<file path="src/hdl/brpe_pkg.sv">
// Package for the banked register file and exception unit.
// Holds item codes, field constants, controller command type and bank/condition helpers.
// No dependencies.
package brpe_pkg;

    // Item kinds.
    localparam logic [2:0] KIND_STEP      = 3'd0;
    localparam logic [2:0] KIND_READ_REG  = 3'd1;
    localparam logic [2:0] KIND_WRITE_REG = 3'd2;
    localparam logic [2:0] KIND_WRITE_PSR = 3'd3;
    localparam logic [2:0] KIND_EXCEPTION = 3'd4;

    // Exception codes for forced entry.
    localparam logic [2:0] EXC_RESET = 3'd0;
    localparam logic [2:0] EXC_IRQ   = 3'd6;
    localparam logic [2:0] EXC_FIQ   = 3'd7;

    // Processor modes.
    localparam logic [1:0] MODE_USR = 2'd0;
    localparam logic [1:0] MODE_FIQ = 2'd1;
    localparam logic [1:0] MODE_IRQ = 2'd2;
    localparam logic [1:0] MODE_SVC = 2'd3;

    // Vectors (byte addresses).
    localparam logic [4:0] VEC_PABORT = 5'h0C;
    localparam logic [4:0] VEC_IRQ    = 5'h18;
    localparam logic [4:0] VEC_FIQ    = 5'h1C;

    // Status register layout.
    localparam int          PSR_BIT_I = 27;
    localparam int          PSR_BIT_F = 26;
    localparam logic [31:0] PSR_RESET = 32'h0C00_0003;

    // Register bank geometry.
    localparam int          NUM_BANK  = 26;
    localparam int          BANK_AW   = $clog2(NUM_BANK);
    localparam logic [3:0]  REG_LINK  = 4'd14;
    localparam logic [3:0]  REG_PC    = 4'd15;

    // Word address width of the program counter.
    localparam int          PC_WW     = 24;

    // Result actions.
    typedef enum logic [2:0] {
        ACT_DONE      = 3'd0,
        ACT_FIQ       = 3'd1,
        ACT_IRQ       = 3'd2,
        ACT_PABORT    = 3'd3,
        ACT_EXECUTE   = 3'd4,
        ACT_SKIPPED   = 3'd5,
        ACT_EXCEPTION = 3'd6
    } action_t;

    // Commands from controller to datapath.
    typedef struct packed {
        logic capture;
        logic execute;
    } ctl_cmd_t;

    // Physical bank slot for a mode and architectural register (r15 excluded).
    function automatic logic [BANK_AW-1:0] bank_index(input logic [1:0] mode,
                                                      input logic [3:0] r);
        logic [BANK_AW-1:0] base;
        base = {{(BANK_AW-4){1'b0}}, r};
        if (r < 4'd8) begin
            return base;
        end
        if (r < 4'd13) begin
            return (mode == MODE_FIQ) ? base + BANK_AW'(5) : base;
        end
        return base + BANK_AW'(5) + {{(BANK_AW-3){1'b0}}, mode, 1'b0};
    endfunction

    // Condition field check against N Z C V.
    function automatic logic cond_passes(input logic [3:0] flags, input logic [3:0] cond);
        logic n;
        logic z;
        logic c;
        logic v;
        logic pass;
        n = flags[3];
        z = flags[2];
        c = flags[1];
        v = flags[0];
        case (cond)
            4'd0:    pass = z;
            4'd1:    pass = !z;
            4'd2:    pass = c;
            4'd3:    pass = !c;
            4'd4:    pass = n;
            4'd5:    pass = !n;
            4'd6:    pass = v;
            4'd7:    pass = !v;
            4'd8:    pass = c && !z;
            4'd9:    pass = !(c && !z);
            4'd10:   pass = (n == v);
            4'd11:   pass = (n != v);
            4'd12:   pass = !z && (n == v);
            4'd13:   pass = !(!z && (n == v));
            4'd14:   pass = 1'b1;
            default: pass = 1'b0;
        endcase
        return pass;
    endfunction

endpackage

</file>
<file path="src/hdl/brpe_ctrl.sv">
// Controller for the banked register file and exception unit.
// Sequences capture and execute of one item; depends on brpe_pkg.
module brpe_ctrl
    import brpe_pkg::*;
(
    input  logic     clk,
    input  logic     rst_n,
    input  logic     in_valid,
    output logic     in_ready,
    output logic     out_valid,
    input  logic     out_ready,
    output ctl_cmd_t cmd
);

    typedef enum logic {
        ST_IDLE,
        ST_BUSY
    } state_t;

    state_t state_reg;
    state_t state_next;
    logic   in_ready_reg;
    logic   in_ready_next;
    logic   out_valid_reg;
    logic   out_valid_next;

    // Commands follow from the current state and the handshakes.
    always_comb
    begin
        cmd.capture    = in_valid && in_ready_reg;
        cmd.execute    = (state_reg == ST_BUSY) && (!out_valid_reg || out_ready);
        state_next     = state_reg;
        in_ready_next  = in_ready_reg;
        out_valid_next = out_valid_reg;
        if (out_valid_reg && out_ready)
        begin
            out_valid_next = 1'b0;
        end
        case (state_reg)
            ST_IDLE:
            begin
                if (cmd.capture)
                begin
                    state_next    = ST_BUSY;
                    in_ready_next = 1'b0;
                end
            end
            ST_BUSY:
            begin
                if (cmd.execute)
                begin
                    state_next     = ST_IDLE;
                    in_ready_next  = 1'b1;
                    out_valid_next = 1'b1;
                end
            end
            default:
            begin
                state_next    = ST_IDLE;
                in_ready_next = 1'b1;
            end
        endcase
    end

    // State and registered handshake outputs.
    always_ff @(posedge clk or negedge rst_n)
    begin
        if (!rst_n)
        begin
            state_reg     <= ST_IDLE;
            in_ready_reg  <= 1'b1;
            out_valid_reg <= 1'b0;
        end
        else
        begin
            state_reg     <= state_next;
            in_ready_reg  <= in_ready_next;
            out_valid_reg <= out_valid_next;
        end
    end

    assign in_ready  = in_ready_reg;
    assign out_valid = out_valid_reg;

endmodule

</file>
<file path="src/hdl/brpe_datapath.sv">
// Datapath for the banked register file and exception unit.
// Holds the register bank, pc, psr, the captured item and the result register;
// depends on brpe_pkg.
module brpe_datapath
    import brpe_pkg::*;
(
    input  logic        clk,
    input  logic        rst_n,
    input  ctl_cmd_t    cmd,
    input  logic [2:0]  kind,
    input  logic [1:0]  reg_mode,
    input  logic [3:0]  reg_index,
    input  logic [31:0] value,
    input  logic [31:0] instruction,
    input  logic        prefetch_abort,
    input  logic        fiq_pending,
    input  logic        irq_pending,
    input  logic [2:0]  exception_code,
    output logic [2:0]  action,
    output logic [31:0] read_data,
    output logic [25:0] pc_value,
    output logic [31:0] psr_value,
    output logic        privileged
);

    // Captured item.
    logic [2:0]  kind_reg;
    logic [1:0]  mode_reg;
    logic [3:0]  index_reg;
    logic [31:0] value_reg;
    logic [3:0]  cond_reg;
    logic        pabort_reg;
    logic        fiq_reg;
    logic        irq_reg;
    logic [2:0]  code_reg;

    // Architectural state; the pc is kept as a word address.
    logic [31:0]      bank_reg [NUM_BANK];
    logic [PC_WW-1:0] pc_reg;
    logic [PC_WW-1:0] pc_next;
    logic [31:0]      psr_reg;
    logic [31:0]      psr_next;

    // Result register.
    action_t     action_reg;
    action_t     action_next;
    logic [31:0] rdata_reg;
    logic [31:0] rdata_next;

    // Exception entry controls.
    logic               exc_take;
    logic [1:0]         exc_mode;
    logic [4:0]         exc_vec;
    logic               exc_set_f;
    logic [31:0]        link_value;
    logic               bank_we;
    logic [BANK_AW-1:0] bank_waddr;
    logic [31:0]        bank_wdata;
    logic [BANK_AW-1:0] bank_raddr;
    logic [PC_WW-1:0]   pc_dec;
    logic [4:0]         vec_plus;

    always_ff @(posedge clk)
    begin
        if (cmd.capture)
        begin
            kind_reg   <= kind;
            mode_reg   <= reg_mode;
            index_reg  <= reg_index;
            value_reg  <= value;
            cond_reg   <= instruction[31:28];
            pabort_reg <= prefetch_abort;
            fiq_reg    <= fiq_pending;
            irq_reg    <= irq_pending;
            code_reg   <= exception_code;
        end
    end

    // Decide the item's effect.
    always_comb
    begin
        exc_take    = 1'b0;
        exc_mode    = MODE_SVC;
        exc_vec     = VEC_PABORT;
        exc_set_f   = 1'b0;
        action_next = ACT_DONE;
        rdata_next  = 32'd0;
        pc_next     = pc_reg;
        psr_next    = psr_reg;
        bank_we     = 1'b0;
        bank_waddr  = bank_index(mode_reg, index_reg);
        bank_wdata  = value_reg;
        bank_raddr  = bank_index(mode_reg, index_reg);
        case (kind_reg)
            KIND_STEP:
            begin
                if (!psr_reg[PSR_BIT_F] && fiq_reg)
                begin
                    exc_take    = 1'b1;
                    exc_mode    = MODE_FIQ;
                    exc_vec     = VEC_FIQ;
                    exc_set_f   = 1'b1;
                    action_next = ACT_FIQ;
                end
                else if (!psr_reg[PSR_BIT_I] && irq_reg)
                begin
                    exc_take    = 1'b1;
                    exc_mode    = MODE_IRQ;
                    exc_vec     = VEC_IRQ;
                    action_next = ACT_IRQ;
                end
                else if (pabort_reg)
                begin
                    exc_take    = 1'b1;
                    action_next = ACT_PABORT;
                end
                else if (cond_passes(psr_reg[31:28], cond_reg))
                begin
                    action_next = ACT_EXECUTE;
                end
                else
                begin
                    pc_next     = pc_reg + PC_WW'(1);
                    action_next = ACT_SKIPPED;
                end
            end
            KIND_READ_REG:
            begin
                if (index_reg == REG_PC)
                begin
                    rdata_next = {6'd0, pc_reg, 2'b00};
                end
                else
                begin
                    rdata_next = bank_reg[bank_raddr];
                end
            end
            KIND_WRITE_REG:
            begin
                if (index_reg == REG_PC)
                begin
                    pc_next = value_reg[25:2];
                end
                else
                begin
                    bank_we = 1'b1;
                end
            end
            KIND_WRITE_PSR:
            begin
                if (psr_reg[1:0] == MODE_USR)
                begin
                    psr_next[31:28] = value_reg[31:28];
                end
                else
                begin
                    psr_next[31:26] = value_reg[31:26];
                    psr_next[1:0]   = value_reg[1:0];
                end
            end
            KIND_EXCEPTION:
            begin
                exc_take    = 1'b1;
                action_next = ACT_EXCEPTION;
                if (code_reg == EXC_FIQ)
                begin
                    exc_mode  = MODE_FIQ;
                    exc_vec   = VEC_FIQ;
                    exc_set_f = 1'b1;
                end
                else if (code_reg == EXC_IRQ)
                begin
                    exc_mode = MODE_IRQ;
                    exc_vec  = VEC_IRQ;
                end
                else
                begin
                    exc_vec   = {code_reg, 2'b00};
                    exc_set_f = (code_reg == EXC_RESET);
                end
            end
            default:
            begin
                action_next = ACT_DONE;
            end
        endcase

        // Exception entry: save link, switch mode, mask interrupts, jump two words past the vector.
        if (exc_take)
        begin
            bank_we    = 1'b1;
            bank_waddr = bank_index(exc_mode, REG_LINK);
            bank_wdata = link_value;
            psr_next   = {psr_reg[31:28], 1'b1, psr_reg[PSR_BIT_F] | exc_set_f,
                          psr_reg[25:2], exc_mode};
            pc_next    = {{(PC_WW-3){1'b0}}, vec_plus[4:2]} + PC_WW'(2);
        end
    end

    // Link value: byte address of pc minus one word, plus the full status register.
    assign pc_dec     = pc_reg - PC_WW'(1);
    assign link_value = {6'd0, pc_dec, 2'b00} + psr_reg;
    assign vec_plus   = exc_vec;

    // State update and result capture.
    always_ff @(posedge clk or negedge rst_n)
    begin
        if (!rst_n)
        begin
            for (int i = 0; i < NUM_BANK; i++)
            begin
                bank_reg[i] <= 32'd0;
            end
            pc_reg  <= '0;
            psr_reg <= PSR_RESET;
        end
        else if (cmd.execute)
        begin
            if (bank_we)
            begin
                bank_reg[bank_waddr] <= bank_wdata;
            end
            pc_reg  <= pc_next;
            psr_reg <= psr_next;
        end
    end

    always_ff @(posedge clk)
    begin
        if (cmd.execute)
        begin
            action_reg <= action_next;
            rdata_reg  <= rdata_next;
        end
    end

    assign action     = action_reg;
    assign read_data  = rdata_reg;
    assign pc_value   = {pc_reg, 2'b00};
    assign psr_value  = psr_reg;
    assign privileged = (psr_reg[1:0] != MODE_USR);

endmodule

</file>
<file path="src/hdl/banked_regfile_psr_exception_unit.sv">
// Top level of the banked register file, PC/PSR and exception front end.
// Instantiates brpe_ctrl and brpe_datapath; depends on brpe_pkg.
//
// Each input transfer is one item: a step slot (interrupt, prefetch abort and condition
// check), a register read or write through the mode banks, a status register write or
// a forced exception entry. Every item yields exactly one result carrying the action,
// read data, the pc and psr after the item, and the privileged flag. Each item is first
// captured; then the datapath applies it to the register bank, pc and psr and loads the
// result register. The result register lets the next item be taken while a result still
// waits; a stalled result holds the execute step, and no new item is taken before the
// last one has been applied. After reset the bank is zero, the pc is zero and the psr is
// supervisor mode with I and F set.
module banked_regfile_psr_exception_unit
    import brpe_pkg::*;
(
    input  logic        clk,
    input  logic        rst_n,
    input  logic        in_valid,
    output logic        in_ready,
    input  logic [2:0]  kind,
    input  logic [1:0]  reg_mode,
    input  logic [3:0]  reg_index,
    input  logic [31:0] value,
    input  logic [31:0] instruction,
    input  logic        prefetch_abort,
    input  logic        fiq_pending,
    input  logic        irq_pending,
    input  logic [2:0]  exception_code,
    output logic        out_valid,
    input  logic        out_ready,
    output logic [2:0]  action,
    output logic [31:0] read_data,
    output logic [25:0] pc_value,
    output logic [31:0] psr_value,
    output logic        privileged
);

    ctl_cmd_t cmd;

    // Sequencing of capture and execute.
    brpe_ctrl u_ctrl (
        .clk       (clk),
        .rst_n     (rst_n),
        .in_valid  (in_valid),
        .in_ready  (in_ready),
        .out_valid (out_valid),
        .out_ready (out_ready),
        .cmd       (cmd)
    );

    // Register bank, pc, psr and result register.
    brpe_datapath u_datapath (
        .clk            (clk),
        .rst_n          (rst_n),
        .cmd            (cmd),
        .kind           (kind),
        .reg_mode       (reg_mode),
        .reg_index      (reg_index),
        .value          (value),
        .instruction    (instruction),
        .prefetch_abort (prefetch_abort),
        .fiq_pending    (fiq_pending),
        .irq_pending    (irq_pending),
        .exception_code (exception_code),
        .action         (action),
        .read_data      (read_data),
        .pc_value       (pc_value),
        .psr_value      (psr_value),
        .privileged     (privileged)
    );

endmodule

</file>
<file path="config.mk">
export PLATFORM = sky130hd
export DESIGN_NAME = banked_regfile_psr_exception_unit
export DESIGN_NICKNAME = d
export VERILOG_FILES = /design/src/hdl/brpe_pkg.sv /design/src/hdl/brpe_ctrl.sv /design/src/hdl/brpe_datapath.sv /design/src/hdl/banked_regfile_psr_exception_unit.sv
export SDC_FILE = /design/constraint.sdc
export NUM_CORES = 2
export LEC_CHECK = 0
export ABC_CLOCK_PERIOD_IN_PS = 4370
export BUFFER_PORTS_ARGS = -buffer_cell sky130_fd_sc_hd__buf_2
export CAP_MARGIN = 20
export CELL_PAD_IN_SITES_DETAIL_PLACEMENT = 2
export CELL_PAD_IN_SITES_GLOBAL_PLACEMENT = 2
export CORE_MARGIN = 1.5
export CORE_UTILIZATION = 39
export DETAILED_ROUTE_END_ITERATION = 8
export GPL_TIMING_DRIVEN = 0
export PLACE_DENSITY = 0.82
export SLEW_MARGIN = 40
export SYNTH_ARGS = -nofsm -noshare
export SYNTH_HDL_FRONTEND = slang
export SYNTH_SLANG_ARGS = --single-unit
</file>
<file path="constraint.sdc">
create_clock -name clk -period 4.37 [get_ports clk]
set_clock_uncertainty 0.1 [all_clocks]
set_input_delay 0.874 -clock clk [delete_from_list [all_inputs] [get_ports clk]]
set_output_delay 0.874 -clock clk [all_outputs]
set_load 0.02 [all_outputs]
</file>
==> results.json <==
{
  "outcome": "complete, but fails checks",
  "violations": "setup timing",
  "synth_commonest_cells": "nand2_1, dfrtp_1, o21ai_0, clkbuf_1, nand3_1",
  "finalCriticalPeriod_ps": 4538,
  "fmax_ghz": 0.2204,
  "finalSetupViolations": 44,
  "synth-main-ff-cell": "dfrtp_1",
  "finalNonFillerCells": 6856,
  "layout_worst_path_cycle_share_pct": 103.8,
  "holdCritStartpoint": "value[11]",
  "synth-seq-cells": 953,
  "grt_first_pass_wirelength_microns": 315100,
  "first_global_vias": 45721,
  "maxSlewViolCount": 0,
  "grt_max_degree": 101,
  "finalWeightedCongestion": 0.9109,
  "place.detailed.instances": 6632,
  "detailedRoute.firstPassIterationCount": 5,
  "rows": 122,
  "initial_core_util_pct": 39.28,
  "hold_path_class": "input pin to flop",
  "syn-instance-count": 4975,
  "dominant_cell_type_by_area_after_synthesis": "dfrtp_1",
  "h-tree-depth": 3,
  "placed_area_sq_um": 46740,
  "fillCellCount": 11935,
  "regToRegStartpoint": "u_datapath.index_reg[1]$_DFFE_PP_",
  "worstHoldPathCells": 1,
  "tritoncts": "built",
  "die_h_microns": 336.6,
  "place.detailed.hpwl_microns": 149900,
  "power_per_cell_area_nw_per_um2": 379.0,
  "numPortBuffers": 124,
  "power.static_leakage_nw": 21.38,
  "worstSetupEndpointType": "flop",
  "vdd_drop_max_mv": 0.4412,
  "grt.overflow.total": 0,
  "area_added_between_synthesis_and_finish_pct": 18.54,
  "fin_ws_ps": -168.1,
  "required_ps": 4810,
  "detailroute.via_count": 42050,
  "layout.cell_area.non_filler_sq_um": 51450,
  "cap_viol_max_count": 0,
  "globalRouteTotalUtil_pct": 37.95,
  "post_synth_num_cell_types": 78,
  "drive_gt1_share_pct": 12.86,
  "cts-buffers-inserted": 110,
  "finalHoldViolations": 0,
  "totalNegativeSetupSlack_ps": -2536,
  "cts_root_buffer": "clkbuf_16",
  "cp_data_arrival_time_ps": 4970,
  "antenna_violations_before_repair": 11,
  "actual_transition_at_the_worst_max_transition_pin_ps": 1020,
  "syn-cell-area_sq_um": 43410,
  "cts-root-to-sink-buffers": 3,
  "slew_headroom_pct": 31.97,
  "ys.warnings.count": 0,
  "finalCoreUtilization_pct": 46.56,
  "rsz_0062_raised_after_global_routing": "true",
  "coreArea_sq_um": 110500,
  "async_reset_ff_share_pct": 90.98,
  "vias_per_cell": 6.133,
  "wirelength_microns": 216200,
  "largest_register_ffs": 832,
  "hold_end": "u_datapath.value_reg[11]$_DFFE_PP_",
  "post_synth.cell_area_avg_sq_um": 8.725,
  "detail_route.wl_per_cell_microns": 31.53,
  "remaining_drc_errors": 0,
  "num-nets-final": 5360,
  "timing.critical_path.fanout_max": 10,
  "worstSetupPathType": "flop to flop",
  "die-area_sq_um": 113300,
  "clkTransAtPathRegs_ps": 60,
  "clock_sinks": 953,
  "synth_edf_count": 86,
  "endpoint_of_the_worst_register_to_register_path": "u_datapath.read_data[13]$_SDFFCE_PP0P_",
  "synth.top_cells.by_area": "dfrtp_1, nand2_1, o21ai_0",
  "setup.worst_path.start_class": "flop",
  "netlist.area_leader.share_pct": 49.69,
  "ff2ff_setup_slack_ps": -170,
  "insertion_delay_ps": 740,
  "synth.yosys.seq_area_share_pct": 55.95,
  "ant_nets": 0,
  "drt_iter0_drc": 3916,
  "ioPinCount": 179,
  "r2r_cells": 15,
  "synth_most_common_cell": "nand2_1",
  "floorplan.die.width_microns": 336.6
}
## repair_timing
item | CTS | global route
hold endpoints to repair | 22 | 0
pin swaps | 1 | 5
setup endpoints to repair | 359 | 306
gates resized for setup | 112 | 111
setup buffers | 7 | 9
hold buffers | 1 | 0
## cells by family after synthesis
family          count (synthesis)  synth area share [%]
simple gates                 2165                 20.76
flops                         953                 55.95
other cells                     1              0.008639
xor+xnor                       25                0.5217
mux                            42                 1.035
buf+inv                       475                 4.695
fa+ha+maj                       8                0.2479
compound gates               1306                 16.79
## where the power goes
| part | total, W | switching [W] | internal [W] |
|---|---|---|---|
| Clock | 0.0103 | 0.00420 | 0.00611 |
| Combinational | 0.000265 | 0.000205 | 0.0000598 |
| Sequential | 0.00893 | 0 | 0.00893 |
## cells in the final DEF, fill, tap and decap left out, types with 86 or more instances in the layout
| cell type | n |
|---|---|
| nand2_1 | 1665 |
| dfrtp_1 | 862 |
| o21ai_0 | 672 |
| nand3_1 | 280 |
| clkbuf_1 | 266 |
| o21ai_1 | 223 |
| buf_2 | 197 |
| a21oi_1 | 131 |
| clkbuf_16 | 112 |
| edfxtp_1 | 86 |
## metal layers
layer / wire length, microns / part of all wire [%] / global-route usage, % / vias up
met5: 58 / 0.027 / 0 / -
met3: 16420 / 7.6 / 7.943 / 652
li1: - / - / - / 17463
met4: 13800 / 6.4 / 20.92 / 5
met2: 100600 / 47 / 61.24 / 1845
met1: 85280 / 39 / 47.56 / 22085
## per-stage QoR
stage	setup WS [ps]	total power (W)	hold slack, ps
5_1_grt	-160.0	0.01984	210.9
4_1_cts	-51.87	0.01949	209.3
6_report	-168.1	0.01950	218.0
2_1_floorplan	1034	0.009134	349.2
3_3_place_gp	-17570	0.009334	360.0
3_5_place_dp	-994.4	0.009362	369.6
## critical path: stages (launching register included)
cell       delay, ps
edfxtp_1         550
inv_1            140
ha_1             350
ha_1             220
fa_1             460
nand2b_1         110
o211ai_1         180
a2bb2oi_2        280
buf_4            160
buf_4            220
nand3_2          210
clkbuf_4         310
a21oi_1          370
o221ai_1         180
o21a_2           260
a31oi_4          260
## how the worst max path moves through the flow
stage / from / end / slack (ps)
2_1_floorplan: u_datapath.index_reg[0]$_DFFE_PP_ / u_datapath.read_data[16]$_SDFFCE_PP0P_ / 1030
3_3_place_gp: rst_n / u_datapath.bank_reg[541]$_DFFE_PN0P_ / -17570
3_5_place_dp: u_datapath.index_reg[0]$_DFFE_PP_ / u_datapath.read_data[1]$_SDFFCE_PP0P_ / -990
4_1_cts: u_datapath.index_reg[0]$_DFFE_PP_ / u_datapath.read_data[10]$_SDFFCE_PP0P_ / -50
5_1_grt: u_datapath.index_reg[1]$_DFFE_PP_ / u_datapath.read_data[13]$_SDFFCE_PP0P_ / -160
6_report: u_datapath.index_reg[1]$_DFFE_PP_ / u_datapath.read_data[13]$_SDFFCE_PP0P_ / -170
## area by class of cell
cell class / instances / area [sq um] / share of cell area [%]
buffer: 458 / 2192 / 4.260
clock inverter: 57 / 779.5 / 1.515
inverter: 13 / 51.30 / 0.09970
timing repair buffer: 161 / 1252 / 2.434
clock buffer: 150 / 3156 / 6.133
multi-input combinational: 3572 / 17870 / 34.72
tap: 1488 / 1862 / 3.618
sequential: 953 / 24280 / 47.20
antenna: 4 / 10.01 / 0.01945
No activity file was read; power rests on OpenSTA's default activity.
